**src/sv/ecs_pkg.sv**
```systemverilog
// ---------------------------------------------------------------------------
// ecs_pkg: shared constants, types and helpers for the encoder counter
// Counter width, speed scale, opcodes, register map and the FSM state type.
// ---------------------------------------------------------------------------
package ecs_pkg;

    // pulse counter width (16..64)
    localparam int COUNT_BITS = 32;

    // 60 s/min * 1000 ms/s * 100 centi-rpm per rpm
    localparam int              SCALE_BITS = 23;
    localparam logic [22:0]     SPEED_SCALE = 23'd6000000;

    // dividend = |delta| * scale, divisor = ppr * elapsed ms
    localparam int PROD_W = COUNT_BITS + SCALE_BITS;
    localparam int DEN_W  = 48;
    localparam int CNT_W  = $clog2(PROD_W);

    // input opcodes
    localparam logic [1:0] OP_EDGE    = 2'd0;
    localparam logic [1:0] OP_TICK    = 2'd1;
    localparam logic [1:0] OP_MEASURE = 2'd2;
    localparam logic [1:0] OP_TAKE    = 2'd3;

    // register map
    localparam int         ADDR_W   = 3;
    localparam logic [2:0] ADDR_PPR = 3'd0;

    // saturation limits
    localparam logic [31:0] SAT_POS = 32'h7FFF_FFFF;
    localparam logic [31:0] SAT_NEG = 32'h8000_0000;

    typedef enum logic [4:0] {
        ST_IDLE = 5'b00001,
        ST_MUL  = 5'b00010,
        ST_DIV  = 5'b00100,
        ST_SAT  = 5'b01000,
        ST_DONE = 5'b10000
    } state_t;

    // low 32 bits of the sign-extended count
    function automatic logic [31:0] ext32(input logic [COUNT_BITS-1:0] v);
        logic signed [63:0] e;
        e = 64'($signed(v));
        return e[31:0];
    endfunction

endpackage

```
**src/sv/encoder_counter_speed_top.sv**
```systemverilog
// ---------------------------------------------------------------------------
// encoder_counter_speed_top: x1 quadrature counter with speed measurement
// One encoder channel: pulse counter, millisecond timebase, delta snapshots
// and a bit-serial speed divider, with a stream in/out and an APB port.
// ---------------------------------------------------------------------------
// Each input beat is one event. Phase A edge, millisecond tick and take-delta
// are handled in the idle state and their result beat is loaded straight into
// the output register when it is free. When it is still held, the result waits
// in the done state and is loaded from there once the output register is free;
// no input is taken meanwhile.
// A measure beat with a non-zero divisor runs the serial datapath: a shift-add
// product over the bits of the 23-bit speed scale, then one step per dividend
// bit (COUNT_BITS + 23) in the restoring divider, then a saturation state and
// the done state. A measure with zero pulses_per_rev or zero elapsed time
// yields speed 0 and goes straight to the done state. The input is taken
// only while the engine is idle; a finished result may still be waiting in
// the output register at that point. Speed is in 0.01 rpm, truncated toward
// zero and saturated to the signed 32-bit range.
// ---------------------------------------------------------------------------
module encoder_counter_speed_top (
    input  logic                          clk,
    input  logic                          rst_n,
    // input stream
    input  logic                          s_tvalid,
    output logic                          s_tready,
    input  logic [7:0]                    s_tdata,   // [0] phase_b_level
    input  logic [1:0]                    s_tuser,   // [1:0] opcode
    // result stream
    output logic                          m_tvalid,
    input  logic                          m_tready,
    output logic [95:0]                   m_tdata,   // [31:0] position_count,
                                                     // [63:32] delta_count,
                                                     // [95:64] speed_centi_rpm
    // configuration
    input  logic                          psel,
    input  logic                          penable,
    input  logic                          pwrite,
    input  logic [ecs_pkg::ADDR_W-1:0]    paddr,
    input  logic [31:0]                   pwdata,
    output logic [31:0]                   prdata,
    output logic                          pready
);

    localparam int CB = ecs_pkg::COUNT_BITS;
    localparam int PW = ecs_pkg::PROD_W;
    localparam int DW = ecs_pkg::DEN_W;
    localparam int NW = ecs_pkg::CNT_W;

    // control and architectural state
    ecs_pkg::state_t   state_reg, state_next;
    logic [CB-1:0]     pulse_count_reg, pulse_count_next;
    logic [CB-1:0]     snap_count_reg, snap_count_next;
    logic [31:0]       ms_time_reg, ms_time_next;
    logic [31:0]       snap_time_reg, snap_time_next;
    logic [31:0]       last_speed_reg, last_speed_next;
    logic [15:0]       ppr_reg;
    logic              m_valid_reg, m_valid_next;

    // serial datapath (no reset needed)
    logic [31:0]       delta_reg, delta_next;
    logic [31:0]       dt_reg, dt_next;
    logic              neg_reg, neg_next;
    logic [CB-1:0]     mag_reg, mag_next;
    logic [DW-1:0]     den_reg, den_next;
    logic [PW-1:0]     prod_reg, prod_next;
    logic [ecs_pkg::SCALE_BITS-1:0] scale_sr_reg, scale_sr_next;
    logic [DW-1:0]     rem_reg, rem_next;
    logic [31:0]       quo_reg, quo_next;
    logic              ovf_reg, ovf_next;
    logic [NW-1:0]     cnt_reg, cnt_next;
    logic [95:0]       m_data_reg, m_data_next;

    logic              out_free;
    logic              accept;
    logic [CB-1:0]     diff;
    logic [DW:0]       trial;
    logic              cfg_wr;

    assign s_tready = (state_reg == ecs_pkg::ST_IDLE);
    assign accept   = s_tvalid && s_tready;
    assign out_free = !m_valid_reg || m_tready;
    assign m_tvalid = m_valid_reg;
    assign m_tdata  = m_data_reg;

    assign diff  = pulse_count_reg - snap_count_reg;
    // one restoring step: shifted remainder minus divisor, borrow in top bit
    assign trial = {rem_reg, prod_reg[PW-1]} - {1'b0, den_reg};

    // APB: single register, pready tied high
    assign pready = 1'b1;
    assign cfg_wr = psel && penable && pwrite && (paddr == ecs_pkg::ADDR_PPR);
    assign prdata = (paddr == ecs_pkg::ADDR_PPR) ? {16'd0, ppr_reg} : 32'd0;

    always_comb
    begin
        state_next       = state_reg;
        pulse_count_next = pulse_count_reg;
        snap_count_next  = snap_count_reg;
        ms_time_next     = ms_time_reg;
        snap_time_next   = snap_time_reg;
        last_speed_next  = last_speed_reg;
        delta_next       = delta_reg;
        dt_next          = dt_reg;
        neg_next         = neg_reg;
        mag_next         = mag_reg;
        den_next         = den_reg;
        prod_next        = prod_reg;
        scale_sr_next    = scale_sr_reg;
        rem_next         = rem_reg;
        quo_next         = quo_reg;
        ovf_next         = ovf_reg;
        cnt_next         = cnt_reg;
        m_data_next      = m_data_reg;
        m_valid_next     = m_valid_reg && !m_tready;

        case (state_reg)
            ecs_pkg::ST_IDLE:
            begin
                if (accept)
                begin
                    delta_next = 32'd0;
                    case (s_tuser)
                        ecs_pkg::OP_EDGE:
                        begin
                            pulse_count_next = s_tdata[0] ? pulse_count_reg + CB'(1)
                                                          : pulse_count_reg - CB'(1);
                        end
                        ecs_pkg::OP_TICK:
                        begin
                            ms_time_next = ms_time_reg + 32'd1;
                        end
                        ecs_pkg::OP_MEASURE:
                        begin
                            delta_next      = ecs_pkg::ext32(diff);
                            snap_count_next = pulse_count_reg;
                            snap_time_next  = ms_time_reg;
                            dt_next         = ms_time_reg - snap_time_reg;
                            neg_next        = diff[CB-1];
                            mag_next        = diff[CB-1] ? CB'(0) - diff : diff;
                            if ((ms_time_reg == snap_time_reg) || (ppr_reg == 16'd0))
                            begin
                                last_speed_next = 32'd0;
                                state_next      = ecs_pkg::ST_DONE;
                            end
                            else
                            begin
                                prod_next     = '0;
                                scale_sr_next = ecs_pkg::SPEED_SCALE;
                                cnt_next      = '0;
                                state_next    = ecs_pkg::ST_MUL;
                            end
                        end
                        ecs_pkg::OP_TAKE:
                        begin
                            delta_next      = ecs_pkg::ext32(diff);
                            snap_count_next = pulse_count_reg;
                        end
                        default:
                        begin
                        end
                    endcase
                    if (s_tuser != ecs_pkg::OP_MEASURE)
                    begin
                        if (out_free)
                        begin
                            m_data_next  = {last_speed_reg, delta_next,
                                            ecs_pkg::ext32(pulse_count_next)};
                            m_valid_next = 1'b1;
                        end
                        else
                        begin
                            state_next = ecs_pkg::ST_DONE;
                        end
                    end
                end
            end

            ecs_pkg::ST_MUL:
            begin
                // shift-add over the scale bits, MSB first
                den_next      = DW'(ppr_reg) * DW'(dt_reg);
                prod_next     = {prod_reg[PW-2:0], 1'b0}
                                + (scale_sr_reg[ecs_pkg::SCALE_BITS-1] ? PW'(mag_reg) : PW'(0));
                scale_sr_next = {scale_sr_reg[ecs_pkg::SCALE_BITS-2:0], 1'b0};
                cnt_next      = cnt_reg + NW'(1);
                if (cnt_reg == NW'(ecs_pkg::SCALE_BITS - 1))
                begin
                    cnt_next   = '0;
                    rem_next   = '0;
                    quo_next   = '0;
                    ovf_next   = 1'b0;
                    state_next = ecs_pkg::ST_DIV;
                end
            end

            ecs_pkg::ST_DIV:
            begin
                // one quotient bit a cycle; bits past 32 only set the overflow flag
                prod_next = {prod_reg[PW-2:0], 1'b0};
                if (!trial[DW])
                begin
                    rem_next = trial[DW-1:0];
                end
                else
                begin
                    rem_next = {rem_reg[DW-2:0], prod_reg[PW-1]};
                end
                quo_next = {quo_reg[30:0], !trial[DW]};
                ovf_next = ovf_reg | quo_reg[31];
                cnt_next = cnt_reg + NW'(1);
                if (cnt_reg == NW'(PW - 1))
                begin
                    state_next = ecs_pkg::ST_SAT;
                end
            end

            ecs_pkg::ST_SAT:
            begin
                if (neg_reg)
                begin
                    last_speed_next = (ovf_reg || (quo_reg > ecs_pkg::SAT_NEG))
                                      ? ecs_pkg::SAT_NEG : 32'd0 - quo_reg;
                end
                else
                begin
                    last_speed_next = (ovf_reg || (quo_reg > ecs_pkg::SAT_POS))
                                      ? ecs_pkg::SAT_POS : quo_reg;
                end
                state_next = ecs_pkg::ST_DONE;
            end

            ecs_pkg::ST_DONE:
            begin
                if (out_free)
                begin
                    m_data_next  = {last_speed_reg, delta_reg,
                                    ecs_pkg::ext32(pulse_count_reg)};
                    m_valid_next = 1'b1;
                    state_next   = ecs_pkg::ST_IDLE;
                end
            end

            default:
            begin
                state_next = ecs_pkg::ST_IDLE;
            end
        endcase
    end

    always_ff @(posedge clk or negedge rst_n)
    begin
        if (!rst_n)
        begin
            state_reg       <= ecs_pkg::ST_IDLE;
            pulse_count_reg <= '0;
            snap_count_reg  <= '0;
            ms_time_reg     <= 32'd0;
            snap_time_reg   <= 32'd0;
            last_speed_reg  <= 32'd0;
            ppr_reg         <= 16'd0;
            m_valid_reg     <= 1'b0;
        end
        else
        begin
            state_reg       <= state_next;
            pulse_count_reg <= pulse_count_next;
            snap_count_reg  <= snap_count_next;
            ms_time_reg     <= ms_time_next;
            snap_time_reg   <= snap_time_next;
            last_speed_reg  <= last_speed_next;
            m_valid_reg     <= m_valid_next;
            if (cfg_wr)
            begin
                ppr_reg <= pwdata[15:0];
            end
        end
    end

    always_ff @(posedge clk)
    begin
        delta_reg    <= delta_next;
        dt_reg       <= dt_next;
        neg_reg      <= neg_next;
        mag_reg      <= mag_next;
        den_reg      <= den_next;
        prod_reg     <= prod_next;
        scale_sr_reg <= scale_sr_next;
        rem_reg      <= rem_next;
        quo_reg      <= quo_next;
        ovf_reg      <= ovf_next;
        cnt_reg      <= cnt_next;
        m_data_reg   <= m_data_next;
    end

    // measure with a usable divisor must start the serial multiply
    a_measure_starts: assert property (@(posedge clk) disable iff (!rst_n)
        (accept && (s_tuser == ecs_pkg::OP_MEASURE) && (ppr_reg != 16'd0)
         && (ms_time_reg != snap_time_reg)) |=> (state_reg == ecs_pkg::ST_MUL))
        else $error("measure did not enter multiply");

    // the divider never runs against a zero divisor
    a_den_nonzero: assert property (@(posedge clk) disable iff (!rst_n)
        (state_reg == ecs_pkg::ST_SAT) |-> (den_reg != '0))
        else $error("division by zero reached saturation stage");

    // restoring remainder stays below the divisor
    a_rem_bound: assert property (@(posedge clk) disable iff (!rst_n)
        (state_reg == ecs_pkg::ST_SAT) |-> (rem_reg < den_reg))
        else $error("divider remainder out of range");

    // take-delta re-arms the count snapshot
    a_take_snap: assert property (@(posedge clk) disable iff (!rst_n)
        (accept && (s_tuser == ecs_pkg::OP_TAKE)) |=> (snap_count_reg == pulse_count_reg))
        else $error("count snapshot not updated");

endmodule
```
**config.mk**
```make
export PLATFORM = sky130hd
export DESIGN_NAME = encoder_counter_speed_top
export DESIGN_NICKNAME = d
export VERILOG_FILES = /design/src/sv/ecs_pkg.sv /design/src/sv/encoder_counter_speed_top.sv
export SDC_FILE = /design/constraint.sdc
export NUM_CORES = 2
export LEC_CHECK = 0
export BUFFER_PORTS_ARGS = -buffer_cell sky130_fd_sc_hd__buf_4
export CAP_MARGIN = 0
export CORE_MARGIN = 5
export CORE_UTILIZATION = 45
export DETAILED_ROUTE_END_ITERATION = 16
export SLEW_MARGIN = 40
export SYNTH_ARGS = -nofsm -noshare
export SYNTH_HDL_FRONTEND = slang
export SYNTH_SLANG_ARGS = --single-unit
```
**constraint.sdc**
```tcl
create_clock -name clk -period 22.7 [get_ports clk]
set_input_delay 1.135 -clock clk [delete_from_list [all_inputs] [get_ports clk]]
set_output_delay 1.135 -clock clk [all_outputs]
set_load 0.02 [all_outputs]
```
# After elaboration in Yosys (flattened, before gate mapping)
# Cells that the tools add are included.
# Widths: inputs -> output; s select.
op_classes:
  addsub: 10
  mul: 1
  div_mod_pow: 0
  order_cmp: 2
  eq_ne: 21
  n_shift: 0
  mux: 51
  bitwise_logic: 1
  reduce_logical: 31
ops:
  columns: ["cell", "n"]
  rows:
  - ["$mux 96", 4]
  - ["$mux 32", 11]
  - ["$pmux 96 s2", 1]
  - ["$mux 55", 3]
  - ["$pmux 55 s3", 1]
  - ["$pmux 32 s2", 2]
  - ["$mux 48", 2]
  - ["$pmux 48 s2", 1]
  - ["$mux 23", 3]
  - ["$add 32x1->32 const B", 2]
  - ["$sub 1x32->32 const A", 2]
  - ["$sub 32x32->32", 2]
  - ["$add 55x32->55", 1]
  - ["$sub 49x48->49", 1]
  - ["$mul 16x32->48", 1]
  - ["$pmux 23 s2", 1]
  - ["$mux 5", 8]
  - ["$eq 32x32->1", 1]
  - ["$gt 32x31->1 const B", 1]
  - ["$gt 32x32->1 const B", 1]
  - ["$sub 32x1->32 const B", 1]
  - ["$mux 31", 1]
  - ["$pmux 5 s5", 1]
  - ["$mux 6", 4]
  - ["other kinds (30)", 61]
totals:
  register_bits: 588
  latchBits: 0
  ramBits: 0
  rom_bits: 0
  in_bits: 52
  out_inout_bits: 131
  elab_cells: 138
  memories: 0

# Logic depth before layout (Yosys ltp)
depth:
  ltp_word: 8
  ltp_mapped: 27
  depth_no_buf: 24

# Worst setup path after synthesis
# Ideal clock, no wire load.
synth_path:
  kind: "input port to flip-flop"
  startpoint: "input s_tuser[0]"
  endpoint: "register m_data_reg[0], in the netlist m_tdata[0], enable pin"
  arrival_time_ps: 8648
  path_slack_ps: 13359
  cell_stages: 5
  path_buffers: 1
  cell_sequence: "clkbuf_1 -> nor2_1 -> nor2_1 -> nor2_1 -> a211oi_1"
synth_via:
  elab_chain_cells: 3
synth_rtl:
  columns: ["item", "line_no", "rtl"]
  rows:
  - ["start, declared", "encoder_counter_speed_top.sv:27", "input logic [1:0] s_tuser,"]
  - ["$ne 2x2->1", "encoder_counter_speed_top.sv:162", "if (s_tuser != ecs_pkg::OP_MEASURE)"]
  - ["$ne 2x1->1 (no line)", null, null]
  - ["$reduce_and 5->1 (no line)", null, null]
  - ["end signal, assigned", "encoder_counter_speed_top.sv:292", "m_data_reg <= m_data_next;"]
  - ["end, declared", "encoder_counter_speed_top.sv:71", "logic [95:0] m_data_reg, m_data_next;"]
# Every way passes these cells.
# A chain may end at the register's enable or synchronous reset.

# Final worst setup path
layout_path:
  startpoint: "register dt_reg[5]"
  endpoint: "register den_reg[46] (data pin)"
layout_via:
  elab_chain_cells: 1
layout_rtl:
  columns: ["item", "line_no", "rtl"]
  rows:
  - ["start, declared", "encoder_counter_speed_top.sv:61", "logic [31:0] dt_reg, dt_next;"]
  - ["start signal, assigned", "encoder_counter_speed_top.sv:282", "dt_reg <= dt_next;"]
  - ["$mul 16x32->48", "encoder_counter_speed_top.sv:181", "den_next = DW'(ppr_reg) * DW'(dt_reg);"]
  - ["end signal, assigned", "encoder_counter_speed_top.sv:285", "den_reg <= den_next;"]
  - ["end, declared", "encoder_counter_speed_top.sv:64", "logic [DW-1:0] den_reg, den_next;"]
# Every way passes these cells.

==> flow_summary.html <==
<table>
<tr><th>Metric</th><th>Value</th></tr>
<tr><th colspan="2">Status</th></tr>
<tr><td>Status</td><td>finished, final reports clean</td></tr>
<tr><th colspan="2">Synth</th></tr>
<tr><td>Share of flip-flops with an asynchronous set or reset</td><td>0.313</td></tr>
<tr><td>Number of enable flip-flop cells after synthesis</td><td>399</td></tr>
<tr><td>Yosys reg bits</td><td>581</td></tr>
<tr><td>Syn avg cell area</td><td>just under 10 µm²</td></tr>
<tr><td>Number of unique standard cell types used by synthesis</td><td>between 90 and 100</td></tr>
<tr><td>Share of the yosys chip area belonging to registers</td><td>0.337</td></tr>
<tr><td>YS warnings</td><td>0</td></tr>
<tr><td>Top FF cell, synth</td><td>sky130_fd_sc_hd__edfxtp_1</td></tr>
<tr><td>Post-Syn Area</td><td>just under 0.05 mm²</td></tr>
<tr><td>Gate Count Post-Synth</td><td>roughly 5k</td></tr>
<tr><th colspan="2">Final layout</th></tr>
<tr><td>Total Nets Final</td><td>~6k</td></tr>
<tr><td>Largest register FFs</td><td>96</td></tr>
<tr><td>Share of layout cells above drive strength 1</td><td>0.0854</td></tr>
<tr><td>Area growth from synthesis to layout</td><td>10.0%</td></tr>
<tr><td>Final instance area</td><td>~0.054 mm²</td></tr>
<tr><td>Commonest cells after routing, fill and taps aside</td><td>sky130_fd_sc_hd__nand2_1 (681), sky130_fd_sc_hd__inv_1 (626), sky130_fd_sc_hd__fa_1 (423)</td></tr>
<tr><td>Leading cell type in the layout, fill and taps excluded</td><td>sky130_fd_sc_hd__nand2_1</td></tr>
<tr><th colspan="2">Clock tree</th></tr>
<tr><td>Hold-fix buffers, CTS</td><td>0</td></tr>
<tr><td>Clock Pin Slew Worst Setup and Hold Paths</td><td>approximately 0.060 ns</td></tr>
<tr><td>Clock tree buffer depth</td><td>3</td></tr>
<tr><td>Clock latency on the worst-skew pair</td><td>~0.64 ns</td></tr>
<tr><td>Number of cells upsized or downsized after cts</td><td>0</td></tr>
<tr><td>Root Buffer Master</td><td>sky130_fd_sc_hd__clkbuf_16</td></tr>
<tr><td>TritonCTS clock tree</td><td>yes</td></tr>
<tr><td>CTS H-tree lvls</td><td>3</td></tr>
<tr><td>Post-CTS Setup Inserts</td><td>0</td></tr>
<tr><td>Number of buffers created by CTS</td><td>70</td></tr>
<tr><td>Clock sinks</td><td>a little under 600</td></tr>
<tr><th colspan="2">GRT</th></tr>
<tr><td>Grt ovf</td><td>0</td></tr>
<tr><td>Antenna violations before repair</td><td>1</td></tr>
<tr><td>Vias in the first global route</td><td>~36k</td></tr>
<tr><td>Global Route met2 Usage</td><td>0.329</td></tr>
<tr><td>Gr busiest metal</td><td>met2</td></tr>
<tr><td>Maximum number of pins on one net before global-route repair</td><td>between 90 and 100</td></tr>
<tr><td>M3 GR Usage</td><td>0.0328</td></tr>
<tr><td>Total global-route track usage</td><td>0.201</td></tr>
<tr><td>Met1 GRT Util</td><td>0.279</td></tr>
<tr><td>Global-route wire length before repair</td><td>between 150 and 200 mm</td></tr>
<tr><th colspan="2">Placement</th></tr>
<tr><td>Quantity of I/O buffers inserted on ports</td><td>142</td></tr>
<tr><td>Placement Cell Area</td><td>between 0.05 and 0.06 mm²</td></tr>
<tr><td>Final HPWL DP</td><td>82.7 mm</td></tr>
<tr><td>Placement-stage worst setup slack</td><td>14.78 ns</td></tr>
<tr><td>Final weighted congestion of routability-driven global placement</td><td>around 0.86</td></tr>
<tr><th colspan="2">Floorplanning</th></tr>
<tr><td>Horiz. Die Dim</td><td>340 µm</td></tr>
<tr><td>Die span in y</td><td>around 340 µm</td></tr>
<tr><td>Effective utilization at floorplan</td><td>0.452</td></tr>
<tr><td>Area of the core region</td><td>0.109 mm²</td></tr>
<tr><td>Top Ports</td><td>around 180</td></tr>
<tr><td>Die Footprint</td><td>0.116 mm²</td></tr>
<tr><td>Number of rows created at floorplan</td><td>121</td></tr>
<tr><th colspan="2">Detailed routing</th></tr>
<tr><td>Remaining antenna violation count</td><td>0</td></tr>
<tr><td>Mean number of vias per cell</td><td>about 5.4</td></tr>
<tr><td>Total length of routed wires</td><td>~120 mm</td></tr>
<tr><td>Count of unresolved DRC violations after routing</td><td>0</td></tr>
<tr><td>Routed len/inst</td><td>17.5 µm</td></tr>
<tr><td>Length of the first detailed-routing pass in iterations</td><td>5</td></tr>
<tr><td>Initial drt markers</td><td>about 2k</td></tr>
<tr><td>Vias post-DR</td><td>around 35k</td></tr>
<tr><th colspan="2">Timing</th></tr>
<tr><td>Setup TNS</td><td>0 ns</td></tr>
<tr><td>Headroom to the max-slew limit</td><td>0.392</td></tr>
<tr><td>Min cycle time layout</td><td>around 7.9 ns</td></tr>
<tr><td>Setup slack after layout</td><td>between 10 and 15 ns</td></tr>
<tr><td>Worst clock skew on the final layout</td><td>roughly 0.064 ns</td></tr>
<tr><td>Slew of the pin with the lowest slew margin</td><td>between 0.9 and 1 ns</td></tr>
<tr><td>Final count of pins violating max slew</td><td>0</td></tr>
<tr><td>Setup repair after global routing missed its margin</td><td>false</td></tr>
<tr><td>Tcrit/Tclk final</td><td>0.348</td></tr>
<tr><td>Hold slack final</td><td>roughly 0.45 ns</td></tr>
<tr><td>Setup-violating endpoint count in the final report</td><td>0</td></tr>
<tr><td>Timing-limited maximum frequency</td><td>roughly 130 MHz</td></tr>
<tr><td>Final hold violation count</td><td>0</td></tr>
<tr><th colspan="2">Worst setup path</th></tr>
<tr><td>Data required time at the worst endpoint</td><td>around 23 ns</td></tr>
<tr><td>Launching element of the worst setup path</td><td>dt_reg[5]</td></tr>
<tr><td>Worst-path maximum fanout</td><td>16</td></tr>
<tr><td>CP Launch Type</td><td>flip-flop</td></tr>
<tr><td>Element type at the critical path end</td><td>flip-flop</td></tr>
<tr><td>Reg2Reg Capture Point</td><td>den_reg[46]</td></tr>
<tr><td>Most prevalent standard cell on the critical path</td><td>sky130_fd_sc_hd__fa_1</td></tr>
<tr><td>Register-to-Register Setup Slack</td><td>between 10 and 15 ns</td></tr>
<tr><td>Worst reg2reg path depth</td><td>23</td></tr>
<tr><td>Startpoint-to-endpoint class of the critical path</td><td>reg2reg</td></tr>
<tr><td>Worst setup path end</td><td>den_reg[46]</td></tr>
<tr><td>Arrival time at the worst endpoint</td><td>approximately 8.3 ns</td></tr>
<tr><td>Slowest Stage Delay on Critical Path</td><td>0.70 ns</td></tr>
<tr><td>Launching point of the worst reg2reg path</td><td>dt_reg[5]</td></tr>
<tr><td>Crit path cell chain</td><td>and2_1 &gt; fa_1 &gt; inv_1 &gt; fa_1 &gt; inv_1 &gt; fa_1 &gt; fa_1 &gt; fa_1 &gt; inv_1 &gt; fa_1 &gt; inv_1 &gt; ha_1 &gt; a21oi_1 &gt; o21ai_0 &gt; a211oi_1 &gt; nand2b_1 &gt; o31a_1 &gt; a21oi_1 &gt; o221ai_1 &gt; o21ai_0 &gt; a41o_1 &gt; o41ai_1 &gt; xnor2_1</td></tr>
<tr><td>Cell type of the slowest stage on the worst timing path</td><td>sky130_fd_sc_hd__edfxtp_1</td></tr>
<tr><th colspan="2">Min path</th></tr>
<tr><td>Min-Delay Path Class</td><td>reg2reg</td></tr>
<tr><th colspan="2">Run</th></tr>
<tr><td>Max_cap viols</td><td>0</td></tr>
</table>
-- synthesized netlist by cell type, drive strengths merged (10+ instances only) --
cell type	count	share of area
a211oi	25	0.0039
a21boi	10	0.0015
a21o	123	0.019
a21oi	263	0.027
a221oi	11	0.0021
a31oi	32	0.0041
and2	334	0.043
and3	34	0.0043
and4	10	0.0018
buf	29	0.0039
clkbuf	200	0.015
dfrtp	181	0.092
edfxtp	399	0.24
fa	423	0.17
ha	296	0.076
inv	627	0.048
mux2	78	0.018
mux2i	26	0.0053
nand2	684	0.052
nand2b	39	0.0050
nand3	70	0.0071
nand4	39	0.0050
nor2	209	0.016
nor2b	27	0.0034
nor3	43	0.0044
nor3b	12	0.0019
o211ai	19	0.0029
o21a	18	0.0028
o21ai	307	0.031
o21bai	26	0.0040
o22ai	21	0.0027
o31ai	22	0.0035
or3	23	0.0032
xnor2	159	0.028
xor2	96	0.017
-- cells by family (layout without fill, tap and decap cells) --
kind of cell	count (synthesis)	after routing	synth area share
flops	581	581	0.337
compound gates	968	968	0.122
mux	104	104	0.0232
other cells	2	18	0.000153
fa+ha+maj	719	719	0.248
buf+inv	858	959	0.0674
xor+xnor	255	255	0.0455
simple gates	1575	1575	0.157
-- metal layers --
layer	wire length, µm	share of wire
met1	53900	0.47
met2	53000	0.46
met3	5740	0.050
met4	2720	0.024
met5	17	0.00015
-- how the worst min path moves through the flow --
stage,start,endpoint,slack [ns],cells after the start
5_1_grt,last_speed_reg[31],m_tdata[95],0.46,0
2_1_floorplan,last_speed_reg[0],m_tdata[64],0.42,0
3_3_place_gp,last_speed_reg[25],m_tdata[89],0.43,0
6_report,last_speed_reg[20],m_tdata[84],0.45,0
4_1_cts,last_speed_reg[0],m_tdata[64],0.45,0
3_5_place_dp,last_speed_reg[0],m_tdata[64],0.44,0
-- stage by stage --
step                       util  instances
after floorplan               -       5077
after global placement    0.474       6457
after detailed placement  0.475       6460
after CTS                 0.496       6589
after global routing      0.497       6592
final                     0.497       6593
-- worst max-delay path, delay by kind of cell, from the launching register on --
family	cells	cell delay (ns)
fa+ha+maj	7	3.60
xor+xnor	1	0.15
buf+inv	4	0.20
flops	1	0.70
compound gates	9	2.50
simple gates	2	0.47
-- final cells by class --
cell class              instances  area [µm²]
fillers                     10000       54600
multi-input cells            3638       29300
flip-flops and latches        581       16500
inverters                     629        2370
clock buffers                  87        1840
well taps                    1414        1770
repair buffers                201        1560
clock inverters                42         543
diodes                          1        2.50
Power is left out: the tool's default activity adds up to more than one toggle a clock period on the data nets, which glitch-free logic cannot reach.
